[config.mk]
export PLATFORM = sky130hd
export DESIGN_NAME = keypad_event_scanner_top
export DESIGN_NICKNAME = d
export VERILOG_FILES = /design/src/hdl/kes_pkg.sv /design/src/hdl/kes_cfg.sv /design/src/hdl/kes_scan.sv /design/src/hdl/keypad_event_scanner_top.sv
export SDC_FILE = /design/constraint.sdc
export NUM_CORES = 1
export LEC_CHECK = 0
export ABC_AREA = 1
export BUFFER_PORTS_ARGS = -buffer_cell sky130_fd_sc_hd__buf_2
export CAP_MARGIN = 20
export CORE_ASPECT_RATIO = 0.6
export CORE_MARGIN = 2
export CORE_UTILIZATION = 55
export DETAILED_ROUTE_END_ITERATION = 16
export PLACE_DENSITY = 0.71
export SLEW_MARGIN = 20
export SYNTH_ARGS = -nofsm -noshare
export SYNTH_HDL_FRONTEND = slang
export SYNTH_HIERARCHICAL = 1
export SYNTH_SLANG_ARGS = --single-unit
export TNS_END_PERCENT = 10
[constraint.sdc]
create_clock -name clk -period 3.8 [get_ports clk]
set_input_delay 0.38 -clock clk [delete_from_list [all_inputs] [get_ports clk]]
set_output_delay 0.38 -clock clk [all_outputs]
set_load 0.02 [all_outputs]
[src/hdl/kes_pkg.sv]
// ----------------------------------------------------------------------------
// kes_pkg
// Shared types and constants of the keypad event scanner.
// ----------------------------------------------------------------------------
`timescale 1ns / 1ps

package kes_pkg;

	// Matrix size and field widths
	localparam int NUM_BUTTONS = 20;
	localparam int IN_W        = 20;
	localparam int IDX_W       = (NUM_BUTTONS > 1) ? $clog2(NUM_BUTTONS) : 1;
	localparam int BTN_W       = 5;
	localparam int CNT_W       = 8;
	localparam int CFG_IDX_W   = 2;
	localparam int CFG_DATA_W  = 8;

	// Register reset values
	localparam logic [CNT_W-1:0] HOLD_START_RST  = CNT_W'(2);
	localparam logic [CNT_W-1:0] HOLD_REPEAT_RST = CNT_W'(1);

	// Register indexes
	typedef enum logic [CFG_IDX_W-1:0] {
		REG_HOLD_START  = 2'd0,
		REG_HOLD_REPEAT = 2'd1
	} reg_idx_t;

	// Event codes
	typedef enum logic [1:0] {
		ACT_NONE = 2'd0,
		ACT_DOWN = 2'd1,
		ACT_HOLD = 2'd2,
		ACT_UP   = 2'd3
	} act_t;

	// Configuration register file contents
	typedef struct packed {
		logic [CNT_W-1:0] hold_start;
		logic [CNT_W-1:0] hold_repeat;
	} kes_cfg_t;

	// One tick's result
	typedef struct packed {
		logic             event_valid;
		logic [BTN_W-1:0] button;
		act_t             action;
	} kes_result_t;

endpackage

[src/hdl/kes_cfg.sv]
// ----------------------------------------------------------------------------
// kes_cfg
// Configuration registers: hold start and hold repeat intervals.
// ----------------------------------------------------------------------------
`timescale 1ns / 1ps

module kes_cfg (
	input  logic                             clk,
	input  logic                             arst_n,
	input  logic                             cfg_we,
	input  logic [kes_pkg::CFG_IDX_W-1:0]    cfg_index,
	input  logic [kes_pkg::CFG_DATA_W-1:0]   cfg_data,
	output kes_pkg::kes_cfg_t                cfg
);

	kes_pkg::kes_cfg_t cfg_q;

	// Register writes; unknown indexes are dropped
	always_ff @(posedge clk or negedge arst_n) begin
		if (!arst_n) begin
			cfg_q.hold_start  <= kes_pkg::HOLD_START_RST;
			cfg_q.hold_repeat <= kes_pkg::HOLD_REPEAT_RST;
		end else if (cfg_we) begin
			unique case (cfg_index)
				kes_pkg::REG_HOLD_START:  cfg_q.hold_start  <= cfg_data[kes_pkg::CNT_W-1:0];
				kes_pkg::REG_HOLD_REPEAT: cfg_q.hold_repeat <= cfg_data[kes_pkg::CNT_W-1:0];
				default: ;
			endcase
		end
	end

	assign cfg = cfg_q;

endmodule

[src/hdl/kes_scan.sv]
// ----------------------------------------------------------------------------
// kes_scan
// One scan tick: first active button, event decode and next state.
// ----------------------------------------------------------------------------
`timescale 1ns / 1ps

module kes_scan (
	input  logic [kes_pkg::IN_W-1:0]         mask,
	input  logic [kes_pkg::NUM_BUTTONS-1:0]  key_down,
	input  logic [kes_pkg::CNT_W-1:0]        hold_count,
	input  logic [kes_pkg::CNT_W-1:0]        repeat_count,
	input  kes_pkg::kes_cfg_t                cfg,
	output logic [kes_pkg::NUM_BUTTONS-1:0]  key_down_next,
	output logic [kes_pkg::CNT_W-1:0]        hold_next,
	output logic [kes_pkg::CNT_W-1:0]        repeat_next,
	output kes_pkg::kes_result_t             result
);

	localparam int NB = kes_pkg::NUM_BUTTONS;

	logic [NB+kes_pkg::IN_W-1:0]  mask_ext;
	logic [NB-1:0]                closed;
	logic [NB-1:0]                active;
	logic                         hit;
	logic [kes_pkg::IDX_W-1:0]    hit_idx;
	logic [kes_pkg::BTN_W-1:0]    hit_btn;

	// Buttons past the input width read as released
	assign mask_ext = {{NB{1'b0}}, mask};
	assign closed   = mask_ext[NB-1:0];
	assign active   = closed | key_down;

	// Lowest-index button that is pressed now or was pressed before
	always_comb begin
		hit     = 1'b0;
		hit_idx = '0;
		hit_btn = '0;
		for (int i = NB - 1; i >= 0; i--) begin
			if (active[i]) begin
				hit     = 1'b1;
				hit_idx = kes_pkg::IDX_W'(i);
				hit_btn = kes_pkg::BTN_W'(i);
			end
		end
	end

	// Event decode and state update for the selected button
	always_comb begin
		key_down_next      = key_down;
		hold_next          = hold_count;
		repeat_next        = repeat_count;
		result.event_valid = 1'b0;
		result.button      = '0;
		result.action      = kes_pkg::ACT_NONE;
		if (hit) begin
			if (closed[hit_idx] && !key_down[hit_idx]) begin
				// new press
				key_down_next[hit_idx] = 1'b1;
				result.event_valid     = 1'b1;
				result.button          = hit_btn;
				result.action          = kes_pkg::ACT_DOWN;
			end else if (closed[hit_idx]) begin
				// still held: count up to start, then repeat
				if (hold_count >= cfg.hold_start) begin
					hold_next = cfg.hold_start;
					if (repeat_count >= cfg.hold_repeat) begin
						repeat_next        = '0;
						result.event_valid = 1'b1;
						result.button      = hit_btn;
						result.action      = kes_pkg::ACT_HOLD;
					end else begin
						repeat_next = repeat_count + 1'b1;
					end
				end else begin
					hold_next = hold_count + 1'b1;
				end
			end else begin
				// release
				key_down_next[hit_idx] = 1'b0;
				hold_next              = '0;
				repeat_next            = '0;
				result.event_valid     = 1'b1;
				result.button          = hit_btn;
				result.action          = kes_pkg::ACT_UP;
			end
		end
	end

endmodule

[src/hdl/keypad_event_scanner_top.sv]
// ----------------------------------------------------------------------------
// keypad_event_scanner_top
// Matrix keypad scanner with auto-repeat, one result per scan tick.
// ----------------------------------------------------------------------------
//  channel | valid     | stall     | payload
//  --------+-----------+-----------+-------------------------------
//  in      | in_valid  | in_stall  | pressed_mask
//  out     | out_valid | out_stall | event_valid, button, action
//  cfg     | cfg_we    | -         | cfg_index, cfg_data
//
//  One tick per cycle unless out_stall holds a full pipe; a tick passes mask_s1, then result_q.
//  Scan, decode and counter update are combinational logic after the input register.
//  Reset releases every key, clears both counters and loads the default intervals.
//  A stalled output holds its result; in_stall rises only when both stages are full
//  and out_stall is high.
// ----------------------------------------------------------------------------
`timescale 1ns / 1ps

module keypad_event_scanner_top (
	input  logic                             clk,
	input  logic                             arst_n,
	input  logic                             in_valid,
	output logic                             in_stall,
	input  logic [kes_pkg::IN_W-1:0]         pressed_mask,
	output logic                             out_valid,
	input  logic                             out_stall,
	output logic                             event_valid,
	output logic [kes_pkg::BTN_W-1:0]        button,
	output logic [1:0]                       action,
	input  logic                             cfg_we,
	input  logic [kes_pkg::CFG_IDX_W-1:0]    cfg_index,
	input  logic [kes_pkg::CFG_DATA_W-1:0]   cfg_data
);

	kes_pkg::kes_cfg_t                cfg;
	logic                             valid_s1;
	logic [kes_pkg::IN_W-1:0]         mask_s1;
	logic                             out_valid_q;
	kes_pkg::kes_result_t             result_q;
	kes_pkg::kes_result_t             result_d;
	logic [kes_pkg::NUM_BUTTONS-1:0]  key_down_q;
	logic [kes_pkg::NUM_BUTTONS-1:0]  key_down_d;
	logic [kes_pkg::CNT_W-1:0]        hold_q;
	logic [kes_pkg::CNT_W-1:0]        hold_d;
	logic [kes_pkg::CNT_W-1:0]        repeat_q;
	logic [kes_pkg::CNT_W-1:0]        repeat_d;
	logic                             advance;

	kes_cfg u_cfg (
		.clk       (clk),
		.arst_n    (arst_n),
		.cfg_we    (cfg_we),
		.cfg_index (cfg_index),
		.cfg_data  (cfg_data),
		.cfg       (cfg)
	);

	kes_scan u_scan (
		.mask          (mask_s1),
		.key_down      (key_down_q),
		.hold_count    (hold_q),
		.repeat_count  (repeat_q),
		.cfg           (cfg),
		.key_down_next (key_down_d),
		.hold_next     (hold_d),
		.repeat_next   (repeat_d),
		.result        (result_d)
	);

	// Stage 1 moves into the result register when that slot is free or drains
	assign advance  = valid_s1 && (!out_valid_q || !out_stall);
	assign in_stall = valid_s1 && !advance;

	// Control and key state
	always_ff @(posedge clk or negedge arst_n) begin
		if (!arst_n) begin
			valid_s1    <= 1'b0;
			out_valid_q <= 1'b0;
			key_down_q  <= '0;
			hold_q      <= '0;
			repeat_q    <= '0;
		end else begin
			if (!in_stall) begin
				valid_s1 <= in_valid;
			end
			if (advance) begin
				out_valid_q <= 1'b1;
				key_down_q  <= key_down_d;
				hold_q      <= hold_d;
				repeat_q    <= repeat_d;
			end else if (!out_stall) begin
				out_valid_q <= 1'b0;
			end
		end
	end

	// Payload registers
	always_ff @(posedge clk) begin
		if (in_valid && !in_stall) begin
			mask_s1 <= pressed_mask;
		end
		if (advance) begin
			result_q <= result_d;
		end
	end

	assign out_valid   = out_valid_q;
	assign event_valid = result_q.event_valid;
	assign button      = result_q.button;
	assign action      = result_q.action;

endmodule

==> summary.txt, run 1 <==
Outcome
  • Outcome: completed

Clock tree
  • Hold-fix buffers, CTS: 0
  • Max H-tree Level: 3
  • Clock root buffer: clkbuf_16
  • Number of CTS-inserted buffers: 9
  • Clock Latency Late Sink: 0.35 ns
  • Clock-pin slew on the worst setup and hold paths: roughly 0.06 ns
  • Cts repair resizes: 0
  • TritonCTS clock tree: built
  • Clk buf depth: 2
  • Post-CTS Setup Inserts: 0
  • Clk sinks: 82

Synth
  • Seq/Total Area, Yosys: around two fifths
  • Main combinational cell family by area after synthesis: simple AND/OR/NAND/NOR gates
  • Syn Inst Count: 749
  • Synth Area in Adders: slightly above 4%
  • Yosys reg bits: 82
  • Synth Warn #: 6
  • Syn_nets: 802
  • Post-Synth XOR/XNOR Area: under 10%
  • Area share of and/or/nand/nor cells after synthesis: between 30% and 40%
  • Mapped Area: 5590 sq um
  • Synthesized area per cell: 7.47 sq um
  • Multiplexer area fraction after synthesis: 0.358%
  • Post-synthesis cell type count: 40
  • Synth Area in Compound Gates: ~8.2%

Timing
  • Slew Limit Fails: 0
  • Slew @ Worst Pin: approximately 0.86 ns
  • Min cycle time layout: 3.45 ns
  • Fmax: 290 MHz
  • Fin. Hold Viols: 0
  • Worst Skew: between 0.003 and 0.004 ns
  • Setup violators final: 0
  • Max_slew headroom: 42.5%
  • Final period utilization: between 90% and 100%

Layout
  • Layout cells sized above 1: 15.3%
  • Area Growth Syn to Fin: 10.3%
  • Fin cells: about 930
  • Final Util: a little over three fifths
  • Fillers: 914
  • Antenna diodes: 0
  • Final Net Count: 839

GRT
  • Total grt overflow: 0
  • Initial antenna violation count: 0
  • Largest net degree at the start of global routing: 42
  • Vias in the first global route: 4682
  • All-Layer GR Usage: between 20 and 30%
  • First-pass GRT wire length: 24000 um

Floorplanning
  • Die Span Y: 82.1 um
  • IO Pins: 45
  • Die area: 11000 sq um
  • Die Wd: 134 um
  • Core ar.: 9880 sq um
  • Core Rows: 28
  • Initial Util: 56.6%

Hold path
  • HP Class: in -> async

Placed design
  • DP HPWL: 11100 um
  • IO Port Bufs: 44
  • GP Congestion: 0.982
  • Placed cells: 910

Setup path
  • Worst setup EP type: flip-flop
  • Worst EP required: slightly above 4 ns
  • Worst path slowest cell: edfxtp_1
  • Crit path max fanout: 14
  • Most used cell, CP: nand2_1
  • WP buf/inv: 2
  • Delay-heaviest family, CP: simple AND/OR/NAND/NOR gates
  • CP peak stage delay: 0.44 ns
  • Worst Path Class, Setup: reg -> reg
  • Arr. time, crit path: 3.74 ns
  • Element type at the critical path start: flip-flop

Routing
  • TritonRoute pass-1 iters: 7
  • DRC violations left: 0
  • Wire length per cell: approximately 16 um
  • Total Routed Length: about 15000 um
  • DR vias/cell: 5.68
  • Post-route ant nets: 0
  • Vias: around 5300
  • Drt initial violations: 635

Power
  • PwrDens: 563 nW/um^2
  • Tot Pwr: 0.00347 W
  • Leakage power: 3.05 nW
  • Worst VDD drop: 0.296 mV

Flow run
  • Max Cap Viol: 0
cell usage in the layout, fill, tap and decap left out, drive strengths merged, types with 2 or more instances in the layout:
cell type / instances
nand2: 255
nand3: 93
nor2: 81
inv: 66
buf: 56
dfrtp: 52
edfxtp: 28
a21oi: 23
o21ai: 21
nand4: 18
ha: 18
nor3: 18
clkbuf: 11
o21a: 9
xor2: 7
a2bb2oi: 5
a22oi: 4
o22ai: 4
a31oi: 3
xnor2: 3
or2: 3
o21bai: 2
clkinvlp: 2
clkinv: 2
dfstp: 2
mux2i: 2
Yosys cell counts:
cell / instances / share of area [%]
nand2_1: 244 / 16
nand3_1: 76 / 6.8
nor2_1: 75 / 5.0
inv_1: 63 / 4.2
dfrtp_1: 52 / 23
edfxtp_1: 28 / 15
a21oi_1: 22 / 2.0
ha_1: 18 / 4.0
nand4_1: 18 / 2.0
nor3_1: 17 / 1.5
nand3_2: 16 / 2.9
o21ai_0: 15 / 1.3
buf_6: 10 / 2.0
buf_4: 9 / 1.2
o21a_1: 9 / 1.2
nand2_2: 7 / 0.78
xor2_1: 7 / 1.1
clkbuf_1: 6 / 0.40
o21ai_1: 6 / 0.54
a2bb2oi_1: 5 / 0.78
nor2_2: 5 / 0.56
a22oi_1: 4 / 0.54
buf_2: 4 / 0.36
nand2_4: 4 / 0.81
o22ai_2: 4 / 0.89
a31oi_1: 3 / 0.34
or2_2: 3 / 0.34
xnor2_1: 3 / 0.47
dfstp_2: 2 / 0.94
inv_2: 2 / 0.13
mux2i_1: 2 / 0.36
o21bai_1: 2 / 0.27
a21oi_2: 1 / 0.16
clkbuf_4: 1 / 0.13
inv_4: 1 / 0.11
nand3_4: 1 / 0.31
nor2_8: 1 / 0.36
nor3_2: 1 / 0.18
nor4_1: 1 / 0.11
o211ai_1: 1 / 0.13
kinds of logic (layout without fill, tap and decap cells):
kind of cell / after synthesis / in the layout
compound gates: 72 / 72
xor+xnor: 10 / 10
fa+ha+maj: 18 / 18
buf+inv: 96 / 138
flops: 82 / 82
mux: 2 / 2
simple gates: 469 / 469
path summary, 6_finish.rpt:
kind | cells past startpoint | slack, ns | start | to
hold / removal | 1 | 0.03 | arst_n | out_valid
min in group clk | 1 | 0.20 | pressed_mask[18] | mask_s1[18]
hold reg to reg | 2 | 0.47 | u_cfg/cfg[9] | u_cfg/cfg[9]
setup reg to reg | 33 | 0.35 | mask_s1[18] | hold_q[4]
setup / recovery | 33 | 0.35 | mask_s1[18] | hold_q[4]
max in group asynchronous | 2 | 2.88 | arst_n | u_cfg/cfg[0]
metal layers:
metal	up-vias	wire length, um	GRT usage (%)
li1	2536	-	-
met1	2432	7150	42.6
met2	263	5990	39.7
met3	29	1550	7.39
met4	0	225	7.68
met5	-	0	0
registers in the layout (all words and copies together), names as in the netlist:
| register | count |
|---|---|
| action | 2 |
| button | 5 |
| event_valid | 1 |
| hold_q | 8 |
| key_down_q | 20 |
| mask_s1 | 20 |
| out_valid | 1 |
| repeat_q | 8 |
| u_cfg/cfg | 16 |
| valid_s1 | 1 |
stage by stage:
step	setup WS (ns)	instance area [sq um]	hold slack, ns	TNS, ns
final	0.349	6170	0.0335	0
after global placement	0.351	5840	0.417	0
after detailed placement	0.306	5840	0.419	0
after CTS	0.278	6160	0.0522	0
after global routing	-0.0201	6170	0.0749	-0.0447
after floorplan	1.13	5590	0.0844	0
layout make-up:
| cell class | count | area, sq um | share of cell area, % |
|---|---|---|---|
| Clock inverter | 5 | 62.6 | 1.01 |
| Clock buffer | 11 | 253 | 4.10 |
| Sequential cell | 82 | 2190 | 35.6 |
| Tap cell | 135 | 169 | 2.74 |
| Timing Repair Buffer | 56 | 314 | 5.09 |
| Inverter | 66 | 250 | 4.06 |
| Multi-Input combinational cell | 571 | 2930 | 47.4 |
report_power, final:
group / leakage (nW) / switching, W / internal (W)
Combinational: 1.93 / 0.000832 / 0.000487
Sequential: 0.975 / 0.000167 / 0.00107
Clock: 0.148 / 0.000373 / 0.000547
Note: power is estimated with default switching activity, not from simulation.
==> run 2, diff against run 1 <==
==> constraint.sdc (replaced) <==
create_clock -name clk -period 4 [get_ports clk]
set_input_delay 0.2 -clock clk [delete_from_list [all_inputs] [get_ports clk]]
set_output_delay 0.2 -clock clk [all_outputs]
set_load 0.02 [all_outputs]
==> summary.txt, run 2 (synthesized netlist as in run 1, its figures left out) <==
Outcome
  • Outcome: completed

Timing
  • Worst Skew: about 0.0052 ns
  • Setup TNS Final: 0 ns
  • Max_slew headroom: 42.3%
  • Min cycle time layout: 3.51 ns
  • RSZ-0062 raised after global routing: false
  • Fin. Hold Viols: 0
  • Post-route setup slack: 0.485 ns
  • Slew @ Worst Pin: 0.862 ns
  • Slew Limit Fails: 0
  • Setup violators final: 0
  • Fmax: approximately 280 MHz
  • Final period utilization: 87.9%

Clock tree
  • Clk buf depth: 2
  • Clock-pin slew on the worst setup and hold paths: 0.06 ns
  • TritonCTS clock tree: built
  • Number of CTS-inserted buffers: 9
  • Post-CTS Setup Inserts: 0
  • Clock Latency Late Sink: 0.34 ns
  • Clock root buffer: clkbuf_16
  • Cts repair resizes: 0
  • Clk sinks: 82
  • Max H-tree Level: 3

Setup path
  • Worst EP required: 4.23 ns
  • Most used cell, CP: nand2_1
  • Worst reg2reg path startpoint: mask_s1[17]
  • Worst path slowest cell: edfxtp_1
  • Arr. time, crit path: 3.74 ns
  • Element type at the critical path start: flip-flop
  • CP peak stage delay: 0.40 ns
  • Crit path max fanout: 20
  • Reg-to-reg endpoint: key_down_q[3]
  • Worst setup EP type: flip-flop
  • Worst Setup SP: mask_s1[17]
  • Worst Setup EP: key_down_q[3]
  • R2r setup slk: 0.49 ns
  • Worst Path Class, Setup: reg -> reg
  • Reg2Reg Depth: 32

Floorplanning
  • Core Rows: 28
  • Die area: 11000 sq um
  • Die Wd: 134 um
  • IO Pins: 45
  • Initial Util: 56.6%
  • Core ar.: 9880 sq um
  • Die Span Y: 82.1 um

Power
  • Tot Pwr: 0.00324 W
  • PwrDens: 529 nW/um^2
  • Worst VDD drop: 0.275 mV
  • Leakage power: 3.04 nW

Flow run
  • Max Cap Viol: 0

GRT
  • Largest net degree at the start of global routing: 42
  • Vias in the first global route: between 4000 and 5000
  • Total grt overflow: 0
  • First-pass GRT wire length: 23700 um
  • Initial antenna violation count: 0
  • All-Layer GR Usage: 27.8%

Routing
  • TritonRoute pass-1 iters: 5
  • DR vias/cell: 5.61
  • Drt initial violations: approximately 560
  • Wire length per cell: 15.6 um
  • DRC violations left: 0
  • Vias: between 5000 and 6000
  • Post-route ant nets: 0
  • Total Routed Length: 14400 um

Layout
  • Antenna diodes: 0
  • Final Net Count: 838
  • Area Growth Syn to Fin: 9.64%
  • Footprint of the multi-input gates: 2920 sq um
  • Commonest non-fill, non-tap cells in the layout: 244 x nand2_1, 76 x nand3_1, 75 x nor2_1, 63 x inv_1, 52 x dfrtp_1
  • Fillers: roughly 950
  • Most common cell after layout, fill and taps aside: nand2_1
  • Layout cells sized above 1: 14.4%
  • Register area: between 2000 and 2500 sq um

Placed design
  • DP HPWL: 10400 um
  • IO Port Bufs: 44
  • GP Congestion: 0.976
  • Pre-CTS setup slack: 0.587 ns

Hold path
  • HP Class: in -> reg
[run 2: changes by cell type in the layout (fill, tap and decap cells not counted), sizes merged]
cell and delta:
bufinv -1, clkbuf +3, clkinvlp -2, dlygate4sd3 +1, buf -2
[run 2: cell type report]
| type | instances | area share (%) |
|---|---|---|
| clock buffer | 14 | 4.67 |
| clock inverter | 2 | 0.143 |
| inverter | 66 | 4.08 |
| multi-input combinational | 571 | 47.6 |
| sequential | 82 | 35.8 |
| tap | 135 | 2.75 |
| timing repair buffer | 55 | 4.98 |
[run 2: how the worst min path moves through the flow]
stage	start	endpoint	slack [ns]	depth (start not counted)
after floorplan	arst_n	hold_q[0]	-0.1	0
after global placement	arst_n	valid_s1	0.13	1
after detailed placement	arst_n	valid_s1	0.13	1
after CTS	pressed_mask[2]	mask_s1[2]	0.03	1
after global routing	pressed_mask[19]	mask_s1[19]	0.03	1
final	pressed_mask[2]	mask_s1[2]	0.03	1
[run 2: through the flow]
| step | hold WS [ns] | util [%] | area [sq um] | cells |
|---|---|---|---|---|
| finish | 0.0315 | 62.1 | 6130 | 925 |
| global route | 0.0263 | 62.1 | 6130 | 925 |
| CTS | 0.0256 | 62.1 | 6130 | 925 |
| detailed placement | 0.134 | 59.0 | 5830 | 908 |
| global placement | 0.132 | 59.0 | 5830 | 908 |
| floorplan | -0.0956 | - | 5590 | 749 |
[run 2: worst max-delay path, delay by kind of cell, from the launching register on]
family	cells	cell delay, ns
AND/OR/NAND/NOR	28	2.25
buffers and inverters	3	0.61
multiplexers	1	0.14
flip-flops	1	0.40
[run 2: power breakdown]
group | leakage (nW) | total [W] | switching, W | internal, W
Combinational | 1.93 | 0.00125 | 0.000791 | 0.000457
Sequential | 0.975 | 0.00117 | 0.000155 | 0.00101
Clock | 0.145 | 0.000828 | 0.000333 | 0.000494
Total | 3.04 | 0.00324 | 0.00128 | 0.00197
[run 2: repair_timing]
item	CTS	global route
hold buffers	1	0
hold endpoints to repair	15	0
setup endpoints to repair	0	0
[run 2: layer usage]
| metal | global-route usage (%) | part of all wire (%) | vias to the layer above |
|---|---|---|---|
| li1 | - | - | 2531 |
| met1 | 42.1 | 49 | 2436 |
| met2 | 40.1 | 41 | 214 |
| met3 | 6.65 | 9.5 | 8 |
| met4 | 6.00 | 0.69 | 0 |
| met5 | 0 | 0 | - |
